[src/hw/rtl/crc16tc_pkg.sv]
// Shared types, constants and the byte-wide CRC update for the CRC-16 trailer checker.
// No dependencies.
package crc16tc_pkg;

    localparam logic [15:0] CRC_INIT = 16'hFFFF;
    localparam logic [15:0] CRC_POLY = 16'h8408;
    localparam int unsigned BYTE_W   = 8;
    localparam int unsigned CRC_W    = 16;

    // Held-byte fill levels of the two-byte delay
    localparam logic [1:0] HELD_NONE = 2'd0;
    localparam logic [1:0] HELD_ONE  = 2'd1;
    localparam logic [1:0] HELD_FULL = 2'd2;

    // One received frame byte
    typedef struct packed {
        logic [BYTE_W-1:0] data_byte;
        logic              last_byte;
    } in_item_t;

    // One frame check result
    typedef struct packed {
        logic             crc_ok;
        logic [CRC_W-1:0] computed_crc;
        logic [CRC_W-1:0] received_crc;
        logic             short_frame;
    } out_item_t;

    // Reflected CRC-16 update by one byte, LSB first
    function automatic logic [CRC_W-1:0] crc_byte(
        input logic [CRC_W-1:0]  crc,
        input logic [BYTE_W-1:0] b
    );
        logic [CRC_W-1:0] c;
        c = crc ^ {{(CRC_W-BYTE_W){1'b0}}, b};
        for (int k = 0; k < BYTE_W; k++)
        begin
            if (c[0])
                c = (c >> 1) ^ CRC_POLY;
            else
                c = c >> 1;
        end
        return c;
    endfunction

endpackage

[src/hw/rtl/crc16_trailer_check_top.sv]
// CRC-16 (reflected 0x8408, init 0xFFFF) frame trailer checker, top level.
// Byte channel in, one check result per frame out; the byte stream is accepted
// one item per cycle while byte_ready is high.
// The result item is valid in the cycle after the final byte is accepted.
// Throughput: one byte per cycle while byte_ready is high, set by the
// combinational byte-wide CRC update feeding the running CRC register.
// byte_ready is high whenever the result register is empty or being emptied;
// while a result waits with result_ready low, byte_ready is low for every
// byte, final or not, until result_ready is seen.
// Frames under two bytes report short_frame with crc_ok low.
// Reset (rst_n low) clears the running CRC, the delay fill count and the
// result valid flag; the first byte after reset starts a new frame.
// Bytes that do not end a frame produce no result.
module crc16_trailer_check_top (
    input  logic                   clk,
    input  logic                   rst_n,
    input  logic                   byte_valid,
    output logic                   byte_ready,
    input  crc16tc_pkg::in_item_t  byte_item,
    output logic                   result_valid,
    input  logic                   result_ready,
    output crc16tc_pkg::out_item_t result_item
);
    import crc16tc_pkg::*;

    logic      fire;
    logic      can_accept;
    out_item_t frame_result;

    assign byte_ready = can_accept;
    assign fire       = byte_valid && can_accept;

    crc16tc_frame u_frame (
        .clk    (clk),
        .rst_n  (rst_n),
        .fire   (fire),
        .item   (byte_item),
        .result (frame_result)
    );

    crc16tc_out_reg u_out_reg (
        .clk          (clk),
        .rst_n        (rst_n),
        .load         (fire && byte_item.last_byte),
        .load_item    (frame_result),
        .can_accept   (can_accept),
        .result_valid (result_valid),
        .result_ready (result_ready),
        .result_item  (result_item)
    );

endmodule

[src/hw/rtl/crc16tc_frame.sv]
// Frame state: running CRC, two-byte trailer delay and result formation.
// Depends on crc16tc_pkg.
module crc16tc_frame (
    input  logic                   clk,
    input  logic                   rst_n,
    input  logic                   fire,
    input  crc16tc_pkg::in_item_t  item,
    output crc16tc_pkg::out_item_t result
);
    import crc16tc_pkg::*;

    logic [CRC_W-1:0]  crc_reg, crc_next;
    logic [1:0]        count_reg, count_next;
    logic [BYTE_W-1:0] held_reg [2];

    logic [CRC_W-1:0] crc_eff;
    logic [CRC_W-1:0] rx_crc;
    logic             is_short;

    // Oldest held byte enters the CRC once the delay is full
    always_comb
    begin
        crc_eff  = (count_reg == HELD_FULL) ? crc_byte(crc_reg, held_reg[0]) : crc_reg;
        is_short = (count_reg == HELD_NONE);
        rx_crc   = {item.data_byte, held_reg[1]};
    end

    // Result for the final byte of a frame
    always_comb
    begin
        result.short_frame  = is_short;
        result.computed_crc = is_short ? CRC_INIT : crc_eff;
        result.received_crc = is_short ? '0 : rx_crc;
        result.crc_ok       = !is_short && (crc_eff == rx_crc);
    end

    // Next state: back to reset values after the final byte
    always_comb
    begin
        crc_next   = crc_reg;
        count_next = count_reg;
        if (fire)
        begin
            if (item.last_byte)
            begin
                crc_next   = CRC_INIT;
                count_next = HELD_NONE;
            end
            else
            begin
                crc_next   = crc_eff;
                count_next = (count_reg == HELD_FULL) ? HELD_FULL : count_reg + 2'd1;
            end
        end
    end

    always_ff @(posedge clk or negedge rst_n)
    begin
        if (!rst_n)
        begin
            crc_reg   <= CRC_INIT;
            count_reg <= HELD_NONE;
        end
        else
        begin
            crc_reg   <= crc_next;
            count_reg <= count_next;
        end
    end

    // Delay line; contents only read while the fill count marks them valid
    always_ff @(posedge clk)
    begin
        if (fire)
        begin
            held_reg[0] <= held_reg[1];
            held_reg[1] <= item.data_byte;
        end
    end

endmodule

[src/hw/rtl/crc16tc_out_reg.sv]
// Result register with valid/ready towards the receiver; derives input ready.
// Depends on crc16tc_pkg.
module crc16tc_out_reg (
    input  logic                   clk,
    input  logic                   rst_n,
    input  logic                   load,
    input  crc16tc_pkg::out_item_t load_item,
    output logic                   can_accept,
    output logic                   result_valid,
    input  logic                   result_ready,
    output crc16tc_pkg::out_item_t result_item
);
    import crc16tc_pkg::*;

    logic      valid_reg, valid_next;
    out_item_t item_reg;

    // Space exists when empty or when the held item leaves this cycle
    assign can_accept = !valid_reg || result_ready;

    always_comb
    begin
        valid_next = valid_reg;
        if (load)
            valid_next = 1'b1;
        else if (result_ready)
            valid_next = 1'b0;
    end

    always_ff @(posedge clk or negedge rst_n)
    begin
        if (!rst_n)
            valid_reg <= 1'b0;
        else
            valid_reg <= valid_next;
    end

    always_ff @(posedge clk)
    begin
        if (load)
            item_reg <= load_item;
    end

    assign result_valid = valid_reg;
    assign result_item  = item_reg;

endmodule

[config.mk]
export PLATFORM = sky130hd
export DESIGN_NAME = crc16_trailer_check_top
export DESIGN_NICKNAME = d
export VERILOG_FILES = /design/src/hw/rtl/crc16tc_pkg.sv /design/src/hw/rtl/crc16_trailer_check_top.sv /design/src/hw/rtl/crc16tc_frame.sv /design/src/hw/rtl/crc16tc_out_reg.sv
export SDC_FILE = /design/constraint.sdc
export NUM_CORES = 1
export LEC_CHECK = 0
export ABC_AREA = 1
export BUFFER_PORTS_ARGS = -buffer_cell sky130_fd_sc_hd__buf_2
export CORE_UTILIZATION = 45
export CTS_BUF_LIST = sky130_fd_sc_hd__clkbuf_16
export CTS_CLUSTER_SIZE = 8
export DETAILED_ROUTE_END_ITERATION = 10
export SETUP_SLACK_MARGIN = 0.5
export SLEW_MARGIN = 20
export SYNTH_ARGS = -nofsm -noshare
export SYNTH_HDL_FRONTEND = slang
export SYNTH_SLANG_ARGS = --single-unit
export TNS_END_PERCENT = 1
[constraint.sdc]
create_clock -name clk -period 7.3 [get_ports clk]
set_clock_uncertainty 0.15 [all_clocks]
set_input_delay 1.095 -clock clk [delete_from_list [all_inputs] [get_ports clk]]
set_output_delay 1.095 -clock clk [all_outputs]
set_load 0.02 [all_outputs]
# Yosys cells after proc, flatten, opt, wreduce, memory -nomap -nowiden
# Memory sizes are Yosys's and may differ from the RTL's.
# Index checks and enable logic that the tools add are counted.
# totals
register_bits	53
ramBits	16
input_bits	13
mem_count	1
# mem_list
name	depth	word_bits	rd	rd_ports_with_merged_regs	wr	line_no	source
u_frame.held_reg	2	8	2	0	2	crc16tc_frame.sv:14	logic [BYTE_W-1:0] held_reg [2];
# op_classes
addsub	1
eq_ne	2
muxes	16
bitwise_logic	9
reduce_logical	8
# ops
op	count
two-way mux 16 bit	10
inverter 2 -> 3 bit	8
== test 16 bit	1
bitwise XOR 16 x 8 -> 16 bit	1
two-way mux 1 bit	4
two-way mux 2 bit	2
logical AND 1 bit	3
adder 2 x 1 -> 2 bit, second input constant	1
== test 2 bit, second input constant	1
zero test 1 bit	2
zero test 2 bit	1
nonzero test 2 bit	1
logical OR 1 bit	1

# Longest topological paths before layout
# Gate-level depths: netlist of run 1.
# depth
word_depth	20
depth_mapped	15
mapped_depth_nobuf	14

# Hierarchy
# A second synthesis of run 1 with hierarchy kept.
# hier_totals
cells_unflattened	430
area_unflattened_um2	3565.9
# by_module_without_submodules
mod	instances	cells_each	area_each_um2
crc16tc_frame	1	387	2482.4
crc16tc_out_reg	1	39	1066.0
crc16_trailer_check_top	1	4	17.5

# Least setup slack after synthesis of run 1
# Ideal clock, no wire load.
# synth_timing
path_kind	input -> register
from	input result_ready
to	register u_out_reg.item_reg (netlist bit u_out_reg.result_item[0]) (enable)
setup_time_ps	425
arrival_ps	3211
t_required_ps	6725
slack_ps	3514
stages	6
n_path_buf	2
path_cell_list	inv_1 nand2_1 nand2_1 buf_2 clkbuf_1 nor2_1
# synth_between
elab_chain_len	3
# synth_rtl
item	line_no	source
from (decl)	crc16_trailer_check_top.sv:21	input logic result_ready,
logical OR 1 bit	crc16tc_out_reg.sv:19	assign can_accept = !valid_reg || result_ready;
via byte_ready	crc16_trailer_check_top.sv:18	output logic byte_ready,
logical AND 1 bit	crc16_trailer_check_top.sv:31	assign fire = byte_valid && can_accept;
logical AND 1 bit	crc16_trailer_check_top.sv:44	.load (fire && byte_item.last_byte),
via u_out_reg.load	crc16tc_out_reg.sv:6	input logic load,
to (signal assigned)	crc16tc_out_reg.sv:41	item_reg <= load_item;
to (decl)	crc16tc_out_reg.sv:16	out_item_t item_reg;
# The timed path passes the listed nets, and every way through them passes these cells.
# A chain may end at the register's enable or synchronous reset.

==> results of run 1 <==
## layer usage
| layer | global-route usage | routed length, µm | vias up |
|---|---|---|---|
| met2 | 0.365 | 4060 | 84 |
| met1 | 0.320 | 3940 | 1399 |
| met4 | 0.0794 | 95 | 0 |
| met3 | 0.0268 | 381 | 9 |
| met5 | 0 | 0 | - |
| li1 | - | - | 1464 |
## final timing paths
check	end	slack, ns	depth (start not counted)
worst max-delay path	u_out_reg.result_item[33]	4.25	13
worst min-delay path	u_frame.held_reg[0][4]	0.33	0
worst max register to register	u_out_reg.result_item[33]	4.25	13
worst min register to register	u_frame.held_reg[0][4]	0.33	0
max in group asynchronous	u_frame.crc_reg[4]	6.03	1
min in group asynchronous	u_out_reg.result_valid	0.60	1
## logic make-up after synthesis
logic type / count (synthesis)
buffers and inverters: 66
AO/OA/AOI/OAI: 25
AND/OR/NAND/NOR: 260
flip-flops: 69
adder cells (fa/ha/maj): 3
## power groups by stage
stage	sequential, mW	combinational [mW]	clock, mW
after global placement	0.522	0.403	0
after global routing	0.522	0.473	0.441
after floorplan	0.537	0.297	0
after detailed placement	0.524	0.413	0
final	0.517	0.414	0.416
after CTS	0.517	0.416	0.421
## cell usage in the layout, fill, tap and decap left out, types with 3 or more instances in the layout
master	Yosys	final
clkinv_2	0	4
edfxtp_1	50	50
a22oi_1	15	15
ha_1	3	3
dfstp_2	16	16
inv_2	9	9
nand2_1	169	169
dfrtp_1	3	3
buf_2	5	48
nand2_2	14	14
clkbuf_16	0	9
o21ai_0	5	5
inv_1	45	46
nor2_1	24	23
nand3_2	4	4
nand3_1	43	43
## layout make-up
cell class / instances / area, µm² / share of cell area
Clock buffer: 9 / 225 / 0.0536
Sequential cell: 69 / 2000 / 0.475
Inverter: 55 / 206 / 0.0491
Multi-Input combinational cell: 288 / 1330 / 0.317
Clock inverter: 7 / 57.6 / 0.0137
Tap cell: 102 / 128 / 0.0304
Timing Repair Buffer: 50 / 255 / 0.0607
## through the flow
| step | power [mW] | area, µm² | std cells | util | hold slack, ns |
|---|---|---|---|---|---|
| after floorplan | 0.834 | 3600 | 423 | - | 0.300 |
| after detailed placement | 0.936 | 3920 | 564 | 0.507 | 0.318 |
| after global routing | 1.44 | 4200 | 580 | 0.544 | 0.347 |
| final | 1.35 | 4200 | 580 | 0.544 | 0.333 |
| after CTS | 1.35 | 4200 | 580 | 0.544 | 0.333 |
| after global placement | 0.925 | 3920 | 564 | 0.507 | 0.311 |
==> impl_metrics.env, run 1 <==
export IMPL_synth_most_common_cell="nand2_1"
export IMPL_fp_dieH_um=91.4
export IMPL_cap_violations=0
export IMPL_hold_violations=0
export IMPL_yosys_warnings=0
export IMPL_synthMuxAreaShare=0
export IMPL_synthCells=423
export IMPL_clkLatencyLatePin_ns=0.33
export IMPL_internal_power_mw=0.873
export IMPL_synth_area_leaders="edfxtp_1 (42%), nand2_1 (18%), dfstp_2 (12%), nand3_1 (6.0%), inv_1 (4.7%)"
export IMPL_clkTransAtPathRegs_ns=0.05
export IMPL_drtIter0Drc=174
export IMPL_reg2reg_from="u_frame.count_reg[0]"
export IMPL_vias_per_cell=5.10
export IMPL_synth_simple_area_share=0.310
export IMPL_clockRootBuffer="clkbuf_16"
export IMPL_status="finished clean"
export IMPL_grt_max_degree=40
export IMPL_power_frac_seq=0.384
export IMPL_nFillCells=733
export IMPL_largest_register_ffs=34
export IMPL_critPathRequiredTime_ns=7.24
export IMPL_grt_util_all_layers=0.228
export IMPL_drive_gt1_frac=0.238
export IMPL_worst_path_max_delay_cell="clkinv_1"
export IMPL_synth_compound_area_frac=0.0484
export IMPL_critPathKind="flip-flop to flip-flop"
export IMPL_critical_path_top_delay_family="buffers and inverters"
export IMPL_clkPwrFrac=0.309
export IMPL_final_setup_worst_slack_ns=4.25
export IMPL_leakage_nw=2.03
export IMPL_hold_path_class="flip-flop to flip-flop"
export IMPL_io_pins=49
export IMPL_cp_num_buf_inv=3
export IMPL_layout_min_cycle_time_ns=3.05
export IMPL_arrival_ns=2.99
export IMPL_p_sw_mw=0.474
export IMPL_synth_edf_count=50
export IMPL_start_util=0.465
export IMPL_post_cts_buffers=0
export IMPL_cp_end_kind="flip-flop"
export IMPL_gp_congestion=0.827
export IMPL_yosys_register_bits=69
export IMPL_slowest_delay_ns=0.77
export IMPL_cts_hold_buffers_added=0
export IMPL_drc=0
export IMPL_synth_top_family_by_area="simple AND/OR/NAND/NOR gates"
export IMPL_setup_viol=0
export IMPL_slew_viol_final=0
export IMPL_synth_xor_area_frac=0
export IMPL_rsz0062_at_grt="no"
export IMPL_layout_nets=489
export IMPL_timing_max_slew_rel_slack=0.281
export IMPL_grt_pass1_wl_um=14600
export IMPL_crit_fanout=17
export IMPL_netlist_area_leader_share=0.418
export IMPL_synthTopCellsByCount="nand2_1 (169), edfxtp_1 (50), inv_1 (45), nand3_1 (43), nor2_1 (24)"
export IMPL_peakVddDrop_v=0.000149
export IMPL_period_share=0.418
export IMPL_via_count=2956
export IMPL_cp_startpoint="u_frame.count_reg[0]"
export IMPL_drt_pass1_iter_count=5
export IMPL_comb_power_share=0.308
export IMPL_cts_made_buffers=9
export IMPL_path_cells="inv_1, ha_1, clkinv_1, nand3_1, nand2_1, nand2_1, inv_1, nand2_1, nor2_1, nand2_1, nor2_1, nand2_1, nor2_2"
export IMPL_fmax_mhz=328
export IMPL_drtAntennaViolNets=0
export IMPL_dpl_hpwl_um=5730
export IMPL_setup_tns_ns=0
export IMPL_htree_levels=3
export IMPL_cts_sink_count=69
export IMPL_synthesis_area_mm2=0.00360
export IMPL_grt_antenna_before_repair=0
export IMPL_grt_pass1_vias=2984
export IMPL_start_kind="flip-flop"
export IMPL_diodes=0
export IMPL_port_buffers=48
export IMPL_pre_cts_ws_ns=3.86
export IMPL_hp_start="u_frame.held_reg[0][12]"
export IMPL_synth_nets=439
export IMPL_gr_total_overflow=0
export IMPL_yosysUniqueCellTypes=24
export IMPL_path_common_cell="nand2_1"
export IMPL_die_x_um=91.4
export IMPL_powerDensity_mw_per_mm2=320
export IMPL_synthAdderAreaFrac=0.0104
export IMPL_cts_resized=0
export IMPL_rows=32
export IMPL_die_area_mm2=0.00835
export IMPL_synth_largest_area_cell="edfxtp_1"
export IMPL_cts_tree="built"
export IMPL_post_synth_cell_area_avg_um2=8.50
export IMPL_yosysSeqAreaShare=0.555
export IMPL_detail_route_wl_per_cell_um=14.6
export IMPL_ys_flop_type="edfxtp_1"
export IMPL_clockBufferDepth=2
export IMPL_areaGrowthSynthToFinish_pct=16.9
export IMPL_worst_pin_slew_ns=1.08
export IMPL_switching_share=0.352
export IMPL_route_final_wire_length_um=8480
export IMPL_synthArstFlopShare=0.275
export IMPL_core_mm2=0.00773
(Power assumes the default switching activity.)
==> run 2: changes to the inputs <==
PLACE_DENSITY = 0.67   (was default)
clock period = 2.7 ns   (was 7.3 ns; I/O delays follow)
==> run 2 against run 1 <==
Effect of this change:
- sequential power increased to 2.7 times the previous value
- largest power group unchanged
- first-iteration DRC count decreased by 14%
- register-to-register slack got worse by 3.6 ns
- count of clock-buffer cells in the layout unchanged
- highest routed layer unchanged
==> impl_metrics.env, run 2 (synthesis results as in run 1) <==
export IMPL_layout_min_cycle_time_ns=2.02
export IMPL_layout_nets=496
export IMPL_gr_total_overflow=0
export IMPL_p_sw_mw=1.28
export IMPL_hold_path_class="input port to flip-flop"
export IMPL_critPathRequiredTime_ns=2.65
export IMPL_fp_dieH_um=91.4
export IMPL_critPathKind="flip-flop to flip-flop"
export IMPL_slew_viol_final=0
export IMPL_vias_per_cell=5.06
export IMPL_peakVddDrop_v=0.000337
export IMPL_fmax_mhz=494
export IMPL_grt_util_all_layers=0.217
export IMPL_areaGrowthSynthToFinish_pct=19.1
export IMPL_die_x_um=91.4
export IMPL_gp_congestion=0.882
export IMPL_power_frac_seq=0.390
export IMPL_rows=32
export IMPL_post_cts_buffers=0
export IMPL_port_buffers=48
export IMPL_start_kind="flip-flop"
export IMPL_grt_pass1_wl_um=13800
export IMPL_start_util=0.465
export IMPL_pre_cts_ws_ns=0.550
export IMPL_detail_route_wl_per_cell_um=14.1
export IMPL_clkTransAtPathRegs_ns=0.06
export IMPL_powerDensity_mw_per_mm2=838
export IMPL_route_final_wire_length_um=8260
export IMPL_hold_violations=0
export IMPL_cp_end_kind="flip-flop"
export IMPL_htree_levels=3
export IMPL_drtAntennaViolNets=0
export IMPL_rsz0062_at_grt="no"
export IMPL_hold_ws_ns=0.111
export IMPL_dpl_hpwl_um=5680
export IMPL_setup_tns_ns=0
export IMPL_internal_power_mw=2.31
export IMPL_clkPwrFrac=0.286
export IMPL_clockRootBuffer="clkbuf_16"
export IMPL_clockBufferDepth=2
export IMPL_final_setup_worst_slack_ns=0.677
export IMPL_drtIter0Drc=149
export IMPL_largest_register_ffs=34
export IMPL_cts_made_buffers=9
export IMPL_final_cell_mix="nand2_1 (168), edfxtp_1 (50), buf_2 (48)"
export IMPL_crit_fanout=26
export IMPL_diodes=0
export IMPL_arrival_ns=1.97
export IMPL_timing_max_slew_rel_slack=0.637
export IMPL_nFillCells=711
export IMPL_clkLatencyLatePin_ns=0.33
export IMPL_comb_power_share=0.324
export IMPL_cts_sink_count=69
export IMPL_drive_gt1_frac=0.249
export IMPL_leakage_nw=2.05
export IMPL_drc=0
export IMPL_setup_viol=0
export IMPL_grt_pass1_vias=2876
export IMPL_io_pins=49
export IMPL_grt_max_degree=27
export IMPL_via_count=2973
export IMPL_status="finished clean"
export IMPL_cap_violations=0
export IMPL_grt_antenna_before_repair=0
export IMPL_final_common_cell="nand2_1"
export IMPL_switching_share=0.357
export IMPL_die_area_mm2=0.00835
export IMPL_cts_tree="built"
export IMPL_period_share=0.749
export IMPL_core_mm2=0.00773
export IMPL_worst_pin_slew_ns=0.545
export IMPL_drt_pass1_iter_count=5
==> run 2: routing by layer <==
layer  GRT usage  routed length [µm]  up-vias
met3      0.0427                 495       10
met2       0.349                3910      102
li1            -                   -     1483
met5           0                   0        -
met1       0.288                3730     1378
met4      0.0873                 125        0
==> run 2: cell type report <==
type,count,area [µm²],share of cell area
clock buffers,9,225,0.0526
multi-input cells,288,1350,0.315
inverters,55,213,0.0497
repair buffers,57,339,0.0792
flip-flops and latches,69,2000,0.466
clock inverters,7,32.5,0.00760
well taps,102,128,0.0298
==> run 2: power groups by stage <==
stage                     clock network [mW]  registers, mW  logic, mW
after floorplan                            0           1.45      0.805
after global placement                     0           1.41       1.10
after detailed placement                   0           1.41       1.13
after CTS                               1.04           1.40       1.14
after global routing                    1.08           1.41       1.31
final                                   1.03           1.40       1.16
==> run 2: path summary, 6_finish.rpt <==
kind | slack (ns) | startpoint | cells after the start | endpoint
max | 0.68 | u_frame.count_reg[0] | 14 | u_out_reg.result_item[33]
min | 0.11 | byte_item[8] | 1 | u_frame.held_reg[0][15]
max reg2reg | 0.68 | u_frame.count_reg[0] | 14 | u_out_reg.result_item[33]
min reg2reg | 0.34 | u_frame.held_reg[0][12] | 0 | u_frame.held_reg[0][4]
max in group asynchronous | 1.58 | rst_n | 2 | u_frame.crc_reg[13]
min in group asynchronous | 0.44 | rst_n | 2 | u_out_reg.result_valid
==> run 2: repair_timing <==
| item | CTS | global route |
|---|---|---|
| endpoints found under the setup margin | 0 | 1 |
| hold buffers | 1 | 0 |
| resized for setup | 0 | 9 |
| endpoints found under the hold margin | 3 | 0 |
==> run 2: critical path, stage by stage, from the launching register on <==
cell	delay, ns
dfrtp_1	0.36
inv_1	0.15
ha_4	0.20
buf_12	0.18
nand3_1	0.11
o21ai_0	0.08
inv_1	0.05
nand2_1	0.08
nand2_1	0.09
nand2_1	0.07
nand2_1	0.06
nand2_1	0.05
nor2_1	0.04
nand2_1	0.07
nor2_2	0.03
==> run 2: stage by stage <==
step	cell area (µm²)	util	instances	total power [mW]
finish	4280	0.554	587	3.59
detailed placement	3980	0.515	570	2.55
global placement	3980	0.515	570	2.51
CTS	4250	0.550	587	3.58
floorplan	3610	-	423	2.26
global route	4280	0.554	587	3.81
==> run 3: changes to the inputs <==
PLACE_DENSITY = default   (was 0.67)
clock period = 1.9 ns   (was 2.7 ns; I/O delays follow)
==> run 3 against run 2 <==
Effect of this change:
- the run now ends with negative setup slack left
- maximum frequency up 4.4%
- cell count up 3.6%
- die area unchanged
- critical path depth down 4
- register-to-register slack worse by 0.71 ns
- count of clock-buffer cells in the layout unchanged
- hold slack worse by 0.10 ns
- critical path type unchanged
- critical endpoint unchanged
==> impl_metrics.env, run 3 (synthesis results as in run 1) <==
export IMPL_status="complete, but fails checks"
export IMPL_violations="negative setup slack"
export IMPL_drtIter0Drc=202
export IMPL_detail_route_wl_per_cell_um=16.1
export IMPL_placedInstanceArea_mm2=0.00413
export IMPL_fp_dieH_um=91.4
export IMPL_clockBufferDepth=2
export IMPL_hold_path_class="input port to flip-flop"
export IMPL_grt_util_all_layers=0.240
export IMPL_wl_met3_um=406
export IMPL_rsz0062_at_grt="yes"
export IMPL_timing_max_slew_rel_slack=0.636
export IMPL_largest_register_ffs=34
export IMPL_start_kind="flip-flop"
export IMPL_htree_levels=3
export IMPL_core_mm2=0.00773
export IMPL_fmax_mhz=516
export IMPL_gr_total_overflow=0
export IMPL_cts_sink_count=69
export IMPL_pre_cts_ws_ns=-0.0381
export IMPL_peakVddDrop_v=0.000709
export IMPL_drc=0
export IMPL_final_cell_mix="nand2_1 (99), nand2_2 (53), edfxtp_1 (50)"
export IMPL_clkLatencyLatePin_ns=0.33
export IMPL_final_common_cell="nand2_1"
export IMPL_port_buffers=48
export IMPL_io_pins=49
export IMPL_worst_pin_slew_ns=0.546
export IMPL_route_final_wire_length_um=9820
export IMPL_layout_min_cycle_time_ns=1.94
export IMPL_final_setup_worst_slack_ns=-0.0377
export IMPL_layout_nets=517
export IMPL_diodes=0
export IMPL_drive_gt1_frac=0.482
export IMPL_crit_fanout=5
export IMPL_grt_pass1_wl_um=14900
export IMPL_slew_viol_final=0
export IMPL_leakage_nw=2.35
export IMPL_cts_made_buffers=9
export IMPL_via_count=3181
export IMPL_rows=32
export IMPL_areaGrowthSynthToFinish_pct=44.2
export IMPL_critPathRequiredTime_ns=1.95
export IMPL_powerDensity_mw_per_mm2=1210
export IMPL_cp_end_kind="flip-flop"
export IMPL_utilization=0.671
export IMPL_slowest_delay_ns=0.38
export IMPL_wl_met2_um=4910
export IMPL_clkTransAtPathRegs_ns=0.06
export IMPL_grt_max_degree=20
export IMPL_arrival_ns=1.99
export IMPL_dpl_hpwl_um=6090
export IMPL_critPathKind="flip-flop to flip-flop"
export IMPL_worst_path_max_delay_cell="dfrtp_1"
export IMPL_grt_pass1_vias=3013
export IMPL_cap_violations=0
export IMPL_gp_congestion=0.859
export IMPL_fin_area_mm2=0.00518
export IMPL_path_cells="inv_2, ha_4, buf_12, buf_12, nand4_1, nand3_1, nand3_2, nor2_2, nand2_1, nor2_2"
export IMPL_hold_violations=0
export IMPL_setup_viol=1
export IMPL_vias_per_cell=5.23
export IMPL_drtAntennaViolNets=0
export IMPL_period_share=1.02
export IMPL_start_util=0.465
export IMPL_cts_tree="built"
export IMPL_clockRootBuffer="clkbuf_16"
export IMPL_grt_antenna_before_repair=0
export IMPL_drt_met1_wl_um=4260
export IMPL_drt_pass1_iter_count=5
export IMPL_die_area_mm2=0.00835
export IMPL_highest_layer="met4"
export IMPL_die_x_um=91.4
[run 3: cell count changes in the layout (fill, tap and decap cells not counted), sizes merged]
| cell | before | now |
|---|---|---|
| buf | 56 | 76 |
| bufinv | 0 | 2 |
| clkinv | 6 | 5 |
| dlygate4sd3 | 1 | 2 |
| inv | 54 | 53 |
[run 3: worst paths after layout]
check | start | to | slack (ns) | depth (start not counted)
worst max-delay path | u_frame.count_reg[0] | u_out_reg.result_item[33] | -0.04 | 10
worst min-delay path | byte_item[1] | u_frame.held_reg[0][8] | 0.009 | 1
worst max register to register | u_frame.count_reg[0] | u_out_reg.result_item[33] | -0.04 | 10
worst min register to register | u_frame.held_reg[0][14] | u_frame.held_reg[0][6] | 0.34 | 0
max in group asynchronous | rst_n | u_out_reg.result_valid | 0.89 | 2
min in group asynchronous | rst_n | u_frame.count_reg[0] | 0.32 | 2
[run 3: final cells by class]
cell class,instances,area (µm²)
Fill cell,591,2540
Inverter,55,224
Clock buffer,9,225
Multi-Input combinational cell,288,1870
Tap cell,102,128
Sequential cell,69,2000
Timing Repair Buffer,78,663
Clock inverter,7,80.1
[run 3: power by group]
part	internal, mW	switching [mW]
Clock	1.13	0.613
Combinational	1.00	1.55
Sequential	1.89	0.121
[run 3: timing repair]
action | 4_1_cts | 5_1_grt
hold buffers | 2 | 0
pin swaps | 20 | 41
hold endpoints to repair | 4 | 0
setup buffers | 4 | 0
resized for setup | 32 | 146
endpoints found under the setup margin | 101 | 103
gates cloned | 2 | 0
[run 3: routing by layer]
metal / GRT usage / vias up
li1: - / 1529
met5: 0 / -
met3: 0.0477 / 19
met1: 0.321 / 1548
met2: 0.376 / 85
met4: 0.107 / 0
[run 3: per-stage QoR]
stage | total power [mW] | setup TNS [ns] | hold WS (ns) | instances
2_1_floorplan | 3.22 | -3.05 | -0.161 | 423
3_3_place_gp | 3.77 | 0 | 0.143 | 584
3_5_place_dp | 3.80 | -0.0381 | 0.146 | 584
4_1_cts | 5.75 | 0 | 0.00589 | 608
5_1_grt | 6.61 | -0.151 | 0.0104 | 608
6_report | 6.30 | -0.0377 | 0.00932 | 608
[run 3: critical path: cells and delay by family (launching register included)]
kind,cells,cell delay (ns)
adders and majority gates,1,0.22
and+or+nand+nor,6,0.71
buffers and inverters,3,0.34
DFF,1,0.38
